## src/sv/tfst_pkg.sv

```systemverilog
// shared types, frame codes and plausibility limits for the frame sequence tracker
`timescale 1ns / 1ps
`default_nettype none

package tfst_pkg;

  localparam logic [10:0] IdStatus   = 11'h002;
  localparam logic [10:0] IdInjector = 11'h004;
  localparam logic [10:0] IdSpeed    = 11'h005;

  localparam logic [15:0] TimeoutReset = 16'd500;
  localparam logic [16:0] MarginMs     = 17'd200;
  localparam logic [26:0] InjUsPerMs   = 27'd1000;
  localparam logic [26:0] InjCapUs     = 27'd5000000;
  localparam logic [17:0] SpdCap       = 18'd10000;

  typedef enum logic [1:0] {
    KindIgnored  = 2'd0,
    KindStatus   = 2'd1,
    KindInjector = 2'd2,
    KindSpeed    = 2'd3
  } kind_e;

  typedef struct packed {
    logic [10:0] frame_id;
    logic [63:0] payload;
    logic [31:0] now_ms;
  } frame_t;

  typedef struct packed {
    kind_e       kind;
    logic [15:0] raw_value;
    logic [15:0] speed_period;
    logic [15:0] engine_rpm;
    logic        injector_cut;
    logic        oil_low;
    logic [15:0] lost_status;
    logic [15:0] lost_injector;
    logic [15:0] lost_speed;
    logic [31:0] inj_time_total;
    logic [31:0] inj_pulse_total;
    logic [31:0] speed_pulse_total;
  } result_t;

  typedef struct packed {
    logic [7:0]  status_seq;
    logic [7:0]  injector_seq;
    logic [7:0]  speed_seq;
    logic        status_synced;
    logic        injector_synced;
    logic        speed_synced;
    logic [31:0] status_time;
    logic [31:0] injector_time;
    logic [31:0] speed_time;
    logic [31:0] injector_time_ref;
    logic [15:0] injector_pulse_ref;
    logic [31:0] speed_pulse_ref;
    logic [15:0] lost_status;
    logic [15:0] lost_injector;
    logic [15:0] lost_speed;
    logic [31:0] inj_time_sum;
    logic [31:0] inj_pulse_sum;
    logic [31:0] speed_pulse_sum;
    logic [15:0] latest_raw;
    logic [15:0] latest_speed_period;
    logic [15:0] latest_rpm;
    logic        latest_cut;
    logic        latest_oil;
  } track_state_t;

  // add the number of skipped sequence numbers to a wrapping loss count
  function automatic logic [15:0] gap_add(logic [15:0] count, logic [7:0] rx,
                                          logic [7:0] last);
    logic [7:0] diff;
    diff = rx - (last + 8'd1);
    return count + {8'd0, diff};
  endfunction

endpackage

`default_nettype wire

```

## src/sv/tfst_stream_if.sv

```systemverilog
// valid/ready channel carrying one payload item
`timescale 1ns / 1ps
`default_nettype none

interface tfst_stream_if #(
  parameter type data_t = logic
);
  logic  valid;
  logic  ready;
  data_t data;

  modport source (output valid, output data, input ready);
  modport sink (input valid, input data, output ready);
endinterface

`default_nettype wire

```

## src/sv/tfst_tracker.sv

```systemverilog
// sequence tracking state and its combinational update for one frame
`timescale 1ns / 1ps
`default_nettype none

module tfst_tracker (
  input  wire logic            clk_i,
  input  wire logic            rst_ni,
  input  wire logic            step_i,
  input  wire tfst_pkg::frame_t frame_i,
  input  wire logic [15:0]     timeout_i,
  output tfst_pkg::result_t    result_o
);

  tfst_pkg::track_state_t state_q, state_d;
  tfst_pkg::kind_e        kind;

  logic [31:0] now;
  logic [63:0] pl;
  logic [31:0] elapsed_st, elapsed_inj, elapsed_spd;

  logic [31:0] inj_t;
  logic [15:0] inj_pulses;
  logic [7:0]  inj_seq;
  logic [31:0] inj_dt;
  logic [15:0] inj_dp;
  logic [16:0] inj_e;
  logic [26:0] inj_cap_full;
  logic [26:0] inj_cap;

  logic [31:0] spd_cnt;
  logic [7:0]  spd_seq;
  logic [31:0] spd_d;
  logic [16:0] spd_e;
  logic [18:0] spd_cap3;
  logic [17:0] spd_cap_half;
  logic [17:0] spd_cap;

  assign now = frame_i.now_ms;
  assign pl  = frame_i.payload;

  assign elapsed_st  = now - state_q.status_time;
  assign elapsed_inj = now - state_q.injector_time;
  assign elapsed_spd = now - state_q.speed_time;

  assign inj_t      = pl[31:0];
  assign inj_pulses = pl[47:32];
  assign inj_seq    = pl[63:56];
  assign inj_dt     = inj_t - state_q.injector_time_ref;
  assign inj_dp     = inj_pulses - state_q.injector_pulse_ref;

  // only used once the timeout check passed, so elapsed fits in 16 bits
  assign inj_e        = {1'b0, elapsed_inj[15:0]} + tfst_pkg::MarginMs;
  assign inj_cap_full = {10'd0, inj_e} * tfst_pkg::InjUsPerMs;
  assign inj_cap      = (inj_cap_full > tfst_pkg::InjCapUs) ? tfst_pkg::InjCapUs
                                                             : inj_cap_full;

  assign spd_cnt      = pl[31:0];
  assign spd_seq      = pl[39:32];
  assign spd_d        = spd_cnt - state_q.speed_pulse_ref;
  assign spd_e        = {1'b0, elapsed_spd[15:0]} + tfst_pkg::MarginMs;
  assign spd_cap3     = {2'd0, spd_e} + {1'b0, spd_e, 1'b0};
  assign spd_cap_half = spd_cap3[18:1];
  assign spd_cap      = (spd_cap_half > tfst_pkg::SpdCap) ? tfst_pkg::SpdCap
                                                          : spd_cap_half;

  always_comb begin
    state_d = state_q;
    kind    = tfst_pkg::KindIgnored;
    case (frame_i.frame_id)
      tfst_pkg::IdStatus: begin
        kind = tfst_pkg::KindStatus;
        state_d.latest_raw          = pl[15:0];
        state_d.latest_speed_period = pl[31:16];
        state_d.latest_rpm          = pl[47:32];
        state_d.latest_cut          = pl[48];
        state_d.latest_oil          = pl[49];
        if (state_q.status_synced && (elapsed_st <= {16'd0, timeout_i})) begin
          state_d.lost_status = tfst_pkg::gap_add(state_q.lost_status, pl[63:56],
                                                  state_q.status_seq);
        end else begin
          state_d.status_synced = 1'b1;
        end
        state_d.status_seq  = pl[63:56];
        state_d.status_time = now;
      end
      tfst_pkg::IdInjector: begin
        kind = tfst_pkg::KindInjector;
        if (!state_q.injector_synced || (elapsed_inj > {16'd0, timeout_i})) begin
          state_d.injector_time_ref  = inj_t;
          state_d.injector_pulse_ref = inj_pulses;
          state_d.injector_seq       = inj_seq;
          state_d.injector_time      = now;
          state_d.injector_synced    = 1'b1;
        end else if (inj_seq != state_q.injector_seq) begin
          state_d.lost_injector = tfst_pkg::gap_add(state_q.lost_injector, inj_seq,
                                                    state_q.injector_seq);
          state_d.injector_seq       = inj_seq;
          state_d.injector_time      = now;
          state_d.injector_time_ref  = inj_t;
          state_d.injector_pulse_ref = inj_pulses;
          if (inj_dt <= {5'd0, inj_cap}) begin
            state_d.inj_time_sum  = state_q.inj_time_sum + inj_dt;
            state_d.inj_pulse_sum = state_q.inj_pulse_sum + {16'd0, inj_dp};
          end
        end
      end
      tfst_pkg::IdSpeed: begin
        kind = tfst_pkg::KindSpeed;
        if (!state_q.speed_synced || (elapsed_spd > {16'd0, timeout_i})) begin
          state_d.speed_pulse_ref = spd_cnt;
          state_d.speed_seq       = spd_seq;
          state_d.speed_time      = now;
          state_d.speed_synced    = 1'b1;
        end else if (spd_seq != state_q.speed_seq) begin
          state_d.lost_speed = tfst_pkg::gap_add(state_q.lost_speed, spd_seq,
                                                 state_q.speed_seq);
          state_d.speed_seq       = spd_seq;
          state_d.speed_time      = now;
          state_d.speed_pulse_ref = spd_cnt;
          if (spd_d <= {14'd0, spd_cap}) begin
            state_d.speed_pulse_sum = state_q.speed_pulse_sum + spd_d;
          end
        end
      end
      default: begin
        kind = tfst_pkg::KindIgnored;
      end
    endcase
  end

  always_ff @(posedge clk_i or negedge rst_ni) begin
    if (!rst_ni) begin
      state_q <= '0;
    end else if (step_i) begin
      state_q <= state_d;
    end
  end

  always_comb begin
    result_o.kind              = kind;
    result_o.raw_value         = state_d.latest_raw;
    result_o.speed_period      = state_d.latest_speed_period;
    result_o.engine_rpm        = state_d.latest_rpm;
    result_o.injector_cut      = state_d.latest_cut;
    result_o.oil_low           = state_d.latest_oil;
    result_o.lost_status       = state_d.lost_status;
    result_o.lost_injector     = state_d.lost_injector;
    result_o.lost_speed        = state_d.lost_speed;
    result_o.inj_time_total    = state_d.inj_time_sum;
    result_o.inj_pulse_total   = state_d.inj_pulse_sum;
    result_o.speed_pulse_total = state_d.speed_pulse_sum;
  end

endmodule

`default_nettype wire

```

## src/sv/telemetry_frame_sequence_tracker_core.sv

```systemverilog
// top level: input register, tracker update, result register and timeout register
`timescale 1ns / 1ps
`default_nettype none

// Takes one received frame per cycle on frame_i and returns one result item per frame
// on result_o. The frame sits in an input register, the tracker state is updated in one
// pass of compares and adds (the injector cap uses one small constant multiply), and the
// result lands in an output register. While results are taken a new frame is taken
// every cycle; while a result waits, one more frame is held in the input register and
// frame_i then stalls. Every result shows the latest status fields, loss counts and sums
// after its frame.
// cfg_i writes timeout_ms (reset 500) and is always ready; write it only while idle.

module telemetry_frame_sequence_tracker_core (
  input wire logic clk_i,
  input wire logic rst_ni,
  tfst_stream_if.sink   frame_i,
  tfst_stream_if.source result_o,
  tfst_stream_if.sink   cfg_i
);

  logic              in_valid_q;
  tfst_pkg::frame_t  in_data_q;
  logic              out_valid_q;
  tfst_pkg::result_t out_data_q;
  tfst_pkg::result_t result_d;
  logic [15:0]       timeout_q;

  logic out_free;
  logic advance;
  logic in_accept;

  assign out_free  = !out_valid_q || result_o.ready;
  assign advance   = in_valid_q && out_free;
  assign in_accept = frame_i.valid && frame_i.ready;

  assign frame_i.ready = !in_valid_q || advance;
  assign cfg_i.ready   = 1'b1;

  always_ff @(posedge clk_i or negedge rst_ni) begin
    if (!rst_ni) begin
      in_valid_q <= 1'b0;
    end else if (in_accept) begin
      in_valid_q <= 1'b1;
    end else if (advance) begin
      in_valid_q <= 1'b0;
    end
  end

  always_ff @(posedge clk_i) begin
    if (in_accept) begin
      in_data_q <= frame_i.data;
    end
  end

  always_ff @(posedge clk_i or negedge rst_ni) begin
    if (!rst_ni) begin
      timeout_q <= tfst_pkg::TimeoutReset;
    end else if (cfg_i.valid) begin
      timeout_q <= cfg_i.data;
    end
  end

  tfst_tracker u_tracker (
    .clk_i     (clk_i),
    .rst_ni    (rst_ni),
    .step_i    (advance),
    .frame_i   (in_data_q),
    .timeout_i (timeout_q),
    .result_o  (result_d)
  );

  always_ff @(posedge clk_i or negedge rst_ni) begin
    if (!rst_ni) begin
      out_valid_q <= 1'b0;
    end else if (advance) begin
      out_valid_q <= 1'b1;
    end else if (result_o.ready) begin
      out_valid_q <= 1'b0;
    end
  end

  always_ff @(posedge clk_i) begin
    if (advance) begin
      out_data_q <= result_d;
    end
  end

  assign result_o.valid = out_valid_q;
  assign result_o.data  = out_data_q;

endmodule

`default_nettype wire

```

## src/flat_wrapper.sv

```systemverilog
// flat-port wrapper written by rule: the top's interface ports become plain ports
module telemetry_frame_sequence_tracker_core_flat 
  (clk_i, rst_ni, frame_i_valid, frame_i_data, frame_i_ready, result_o_valid, result_o_data, result_o_ready, cfg_i_valid, cfg_i_data, cfg_i_ready);
  tfst_stream_if #(.data_t(tfst_pkg::frame_t)) frame_i_i ();
  tfst_stream_if #(.data_t(tfst_pkg::result_t)) result_o_i ();
  tfst_stream_if #(.data_t(logic [15:0])) cfg_i_i ();
  input wire logic clk_i;
  input wire logic rst_ni;
  input wire logic [$bits(frame_i_i.valid)-1:0] frame_i_valid;
  input wire logic [$bits(frame_i_i.data)-1:0] frame_i_data;
  output wire logic [$bits(frame_i_i.ready)-1:0] frame_i_ready;
  output wire logic [$bits(result_o_i.valid)-1:0] result_o_valid;
  output wire logic [$bits(result_o_i.data)-1:0] result_o_data;
  input wire logic [$bits(result_o_i.ready)-1:0] result_o_ready;
  input wire logic [$bits(cfg_i_i.valid)-1:0] cfg_i_valid;
  input wire logic [$bits(cfg_i_i.data)-1:0] cfg_i_data;
  output wire logic [$bits(cfg_i_i.ready)-1:0] cfg_i_ready;
  assign frame_i_i.valid = frame_i_valid;
  assign frame_i_i.data = frame_i_data;
  assign frame_i_ready = frame_i_i.ready;
  assign result_o_valid = result_o_i.valid;
  assign result_o_data = result_o_i.data;
  assign result_o_i.ready = result_o_ready;
  assign cfg_i_i.valid = cfg_i_valid;
  assign cfg_i_i.data = cfg_i_data;
  assign cfg_i_ready = cfg_i_i.ready;
  telemetry_frame_sequence_tracker_core u_core (.clk_i(clk_i), .rst_ni(rst_ni), .frame_i(frame_i_i), .result_o(result_o_i), .cfg_i(cfg_i_i));
endmodule
```

## config.mk

```make
export PLATFORM = sky130hd
export DESIGN_NAME = telemetry_frame_sequence_tracker_core_flat
export DESIGN_NICKNAME = d
export VERILOG_FILES = /design/src/sv/tfst_pkg.sv /design/src/sv/tfst_stream_if.sv /design/src/sv/tfst_tracker.sv /design/src/sv/telemetry_frame_sequence_tracker_core.sv /design/src/flat_wrapper.sv
export SDC_FILE = /design/constraint.sdc
export NUM_CORES = 2
export LEC_CHECK = 0
export ABC_CLOCK_PERIOD_IN_PS = 13300
export BUFFER_PORTS_ARGS = -buffer_cell sky130_fd_sc_hd__buf_4
export CAP_MARGIN = 20
export CORE_MARGIN = 10
export CORE_UTILIZATION = 62
export CTS_BUF_LIST = sky130_fd_sc_hd__clkbuf_16
export DETAILED_ROUTE_END_ITERATION = 6
export PLACE_DENSITY = 0.81
export SLEW_MARGIN = 0
export SYNTH_ARGS = -nofsm -noshare
export SYNTH_HDL_FRONTEND = slang
export SYNTH_SLANG_ARGS = --single-unit
```

## constraint.sdc

```tcl
create_clock -name clk_i -period 13.3 [get_ports clk_i]
set_input_delay 1.995 -clock clk_i [delete_from_list [all_inputs] [get_ports clk_i]]
set_output_delay 1.995 -clock clk_i [all_outputs]
set_load 0.005 [all_outputs]
```

==> results.json <==
{
  "status": "finished, final reports clean",
  "comb_power_share": 0.405,
  "critPathBufInv": 9,
  "die_area_um2": 91200,
  "synth_simple_gate_area_frac": 0.129,
  "p_per_area_nw_per_um2": 141,
  "h-tree-depth": 3,
  "drc": 0,
  "cp_max_fo": 47,
  "antenna_found_initial": 12,
  "wl_per_cell_um": 20.5,
  "coreArea_um2": 78900,
  "ys_types": 94,
  "wl_mm": 131,
  "rows": 103,
  "grt_pass1_vias": 37800,
  "syn_inst": 4959,
  "cpPeakStageDelay_ps": 590,
  "netlist_area_um2": 49300,
  "viasPerCell": 5.99,
  "internal_power_mw": 4.95,
  "cts_tree": "yes",
  "start_util": 0.625,
  "pre_cts_slack_ps": 1200,
  "seqPwrFrac": 0.311,
  "die_x_um": 302,
  "critical_path_arrival_ps": 12620,
  "synth-compound-area-share": 0.146,
  "ys_ff_latch": 712,
  "critPathTopFamily": "compound AO/OA/AOI/OAI gates",
  "grt_use_total": 0.281,
  "swShare": 0.367,
  "grt_overflow": 0,
  "hold_violations": 0,
  "max_cap_violations": 0,
  "clock_path_buffers": 3,
  "p_sw_mw": 2.87,
  "critical_path_class": "flip-flop to flip-flop",
  "yosysSeqAreaShare": 0.392,
  "crit_path_start_kind": "flip-flop",
  "grt_max_degree": 125,
  "clockRootBuffer": "clkbuf_16",
  "dp_hpwl_mm": 98.5,
  "worst_pin_slew_ps": 979,
  "end_kind": "flip-flop",
  "whs_ps": 460,
  "synth.area.mux_share": 0.0792,
  "layout_commonest_cell": "nand2_1",
  "cts_resized": 0,
  "die_h_um": 302,
  "finalSetupViolations": 0,
  "yosys_warnings": 0,
  "synth_edf_count": 297,
  "rsz0062_at_grt": "false",
  "dpl_cell_area_um2": 52700,
  "cts_buffers": 79,
  "first_iter_violations": 2461,
  "ys.flop_type": "dfrtp_1",
  "clk-insertion-delay-late_ps": 650,
  "place_inst": 6218,
  "multi_input_area_um2": 27800,
  "syn2layout_area_growth_pct": 12.5,
  "finalClockSkew_ps": 28.2,
  "io_buffers": 319,
  "postLayoutCellArea_um2": 55400,
  "max_freq_ghz": 0.0817,
  "slowest_stage": "or4b_1",
  "finalMaxSlewViolations": 0,
  "gp_congestion": 0.927,
  "firstDrtPassIters": 6,
  "setup_ws_ps": 1060,
  "ios": 327,
  "leakage_nw": 26.2,
  "postCtsSetupBuffers": 0,
  "final_nets": 5902,
  "antenna_left": 0,
  "hold_path_class": "flip-flop to flip-flop",
  "numClockSinks": 712,
  "async_flop_share": 0.583,
  "grt_pass1_wl_mm": 205,
  "setup_tns_ps": 0,
  "synthAdderAreaFrac": 0.143,
  "peakVddDrop_v": 0.000257,
  "fin_crit_sh": 0.920,
  "fillers": 5979,
  "clkTransAtPathRegs_ps": 60,
  "final_cell_mix": "nand2_1 (487), ha_1 (457), inv_1 (442)",
  "power_frac_clock": 0.284,
  "worstPathRequired_ps": 13680,
  "seqCellArea_um2": 19300,
  "cts_hold_buf": 0,
  "fin_crit_ps": 12240,
  "synth.avg_cell_area_um2": 9.94,
  "cp_common_cell": "inv_1",
  "synth_top_family_by_area": "compound AO/OA/AOI/OAI gates",
  "relSlewSlack": 0.347,
  "synth_xor_area_frac": 0.0663,
  "finalNonFillerCells": 6374,
  "num_vias": 38200,
  "drive_gt1_frac": 0.159
}
path summary, 6_finish.rpt:
| path | from | end | slack [ps] | cells after the start |
|---|---|---|---|---|
| max | u_core.in_data_q[0] | u_core.result_o.data[71] | 1060 | 47 |
| min | u_core.u_tracker.state_q[372] | u_core.u_tracker.state_q[372] | 460 | 1 |
| max reg2reg | u_core.in_data_q[0] | u_core.result_o.data[71] | 1060 | 47 |
| min reg2reg | u_core.u_tracker.state_q[372] | u_core.u_tracker.state_q[372] | 460 | 1 |
| max in group asynchronous | rst_ni | u_core.u_tracker.state_q[390] | 9790 | 3 |
| min in group asynchronous | rst_ni | u_core.u_tracker.state_q[54] | 1360 | 1 |
worst reg2reg max path, delay by kind of cell, from the launching register on:
kind            cells  cell delay, ps
compound gates     18            3560
fa+ha+maj           8            3200
simple gates        9            2610
buf+inv             9            1110
xor+xnor            2             660
mux                 1             460
flops               1             410
power by group through the flow:
stage / clock, mW / combinational (mW) / sequential (mW)
floorplan: 0 / 2.29 / 2.46
finish: 2.23 / 3.17 / 2.44
global placement: 0 / 3.01 / 2.47
detailed placement: 0 / 3.08 / 2.48
global route: 2.34 / 3.53 / 2.44
CTS: 2.25 / 3.11 / 2.43
sequential cells by signal, indices dropped and copies added, names as in the netlist:
| name | flops |
|---|---|
| u_core.in_data_q | 101 |
| u_core.result_o.valid | 1 |
| u_core.result_o.data | 196 |
| u_core.u_tracker.state_q | 397 |
| u_core.timeout_q | 16 |
| u_core.in_valid_q | 1 |
cell families after synthesis:
| family | count (synthesis) |
|---|---|
| and+or+nand+nor | 1293 |
| DFF | 712 |
| muxes | 348 |
| xor gates and xnor gates | 373 |
| buffers and inverters | 575 |
| adders and majority gates | 524 |
| AOI/OAI and AO/OA | 1133 |
| other | 1 |
synthesized netlist by cell type (9+ instances only):
cell	instances	area share
inv_1	423	0.032
nand3b_1	14	0.0021
and4_1	14	0.0025
o211ai_1	45	0.0069
nand2_1	487	0.037
nor3b_1	15	0.0023
o221ai_1	11	0.0020
nand2b_1	43	0.0055
dfrtp_1	409	0.21
a21oi_1	321	0.033
ha_1	457	0.12
mux2_1	13	0.0030
and2_1	18	0.0023
fa_1	66	0.027
xor2_1	123	0.022
xnor2_1	250	0.044
or2_2	21	0.0027
nand3_1	85	0.0086
a21o_1	133	0.020
a211o_1	19	0.0034
buf_1	18	0.0014
clkbuf_1	111	0.0085
a2111oi_0	10	0.0018
nor2_1	207	0.016
or4_1	11	0.0017
o31ai_1	17	0.0026
or3_1	25	0.0032
and3_1	43	0.0055
edfxtp_1	297	0.18
nand4_1	89	0.011
mux2i_1	14	0.0028
nand4b_1	10	0.0018
o21ai_0	286	0.029
a31oi_1	33	0.0042
nor2b_1	51	0.0065
nor4b_1	9	0.0016
o21bai_1	41	0.0062
a21boi_0	12	0.0018
mux2_2	321	0.073
o21a_1	59	0.0090
nor4_1	31	0.0039
a211oi_1	42	0.0064
buf_2	13	0.0013
nor3_1	98	0.010
metrics by stage:
step                      utilization  power, mW
after CTS                       0.702       7.80
after global routing            0.703       8.31
after floorplan                     -       4.75
final                           0.703       7.83
after detailed placement        0.669       5.56
after global placement          0.669       5.49
final cells by class:
cell class / count / share of cell area
timing repair buffer: 354 / 0.0490
clock buffer: 83 / 0.0375
antenna: 7 / 0.000316
clock inverter: 64 / 0.0102
sequential: 712 / 0.348
multi-input combinational: 3680 / 0.502
inverter: 424 / 0.0288
tap: 1050 / 0.0237
metal layers:
layer,wire (um),global-route usage
met5,13,0
met4,5420,0.116
met3,6250,0.0365
met2,64000,0.477
met1,54900,0.360
(Power assumes the default switching activity.)
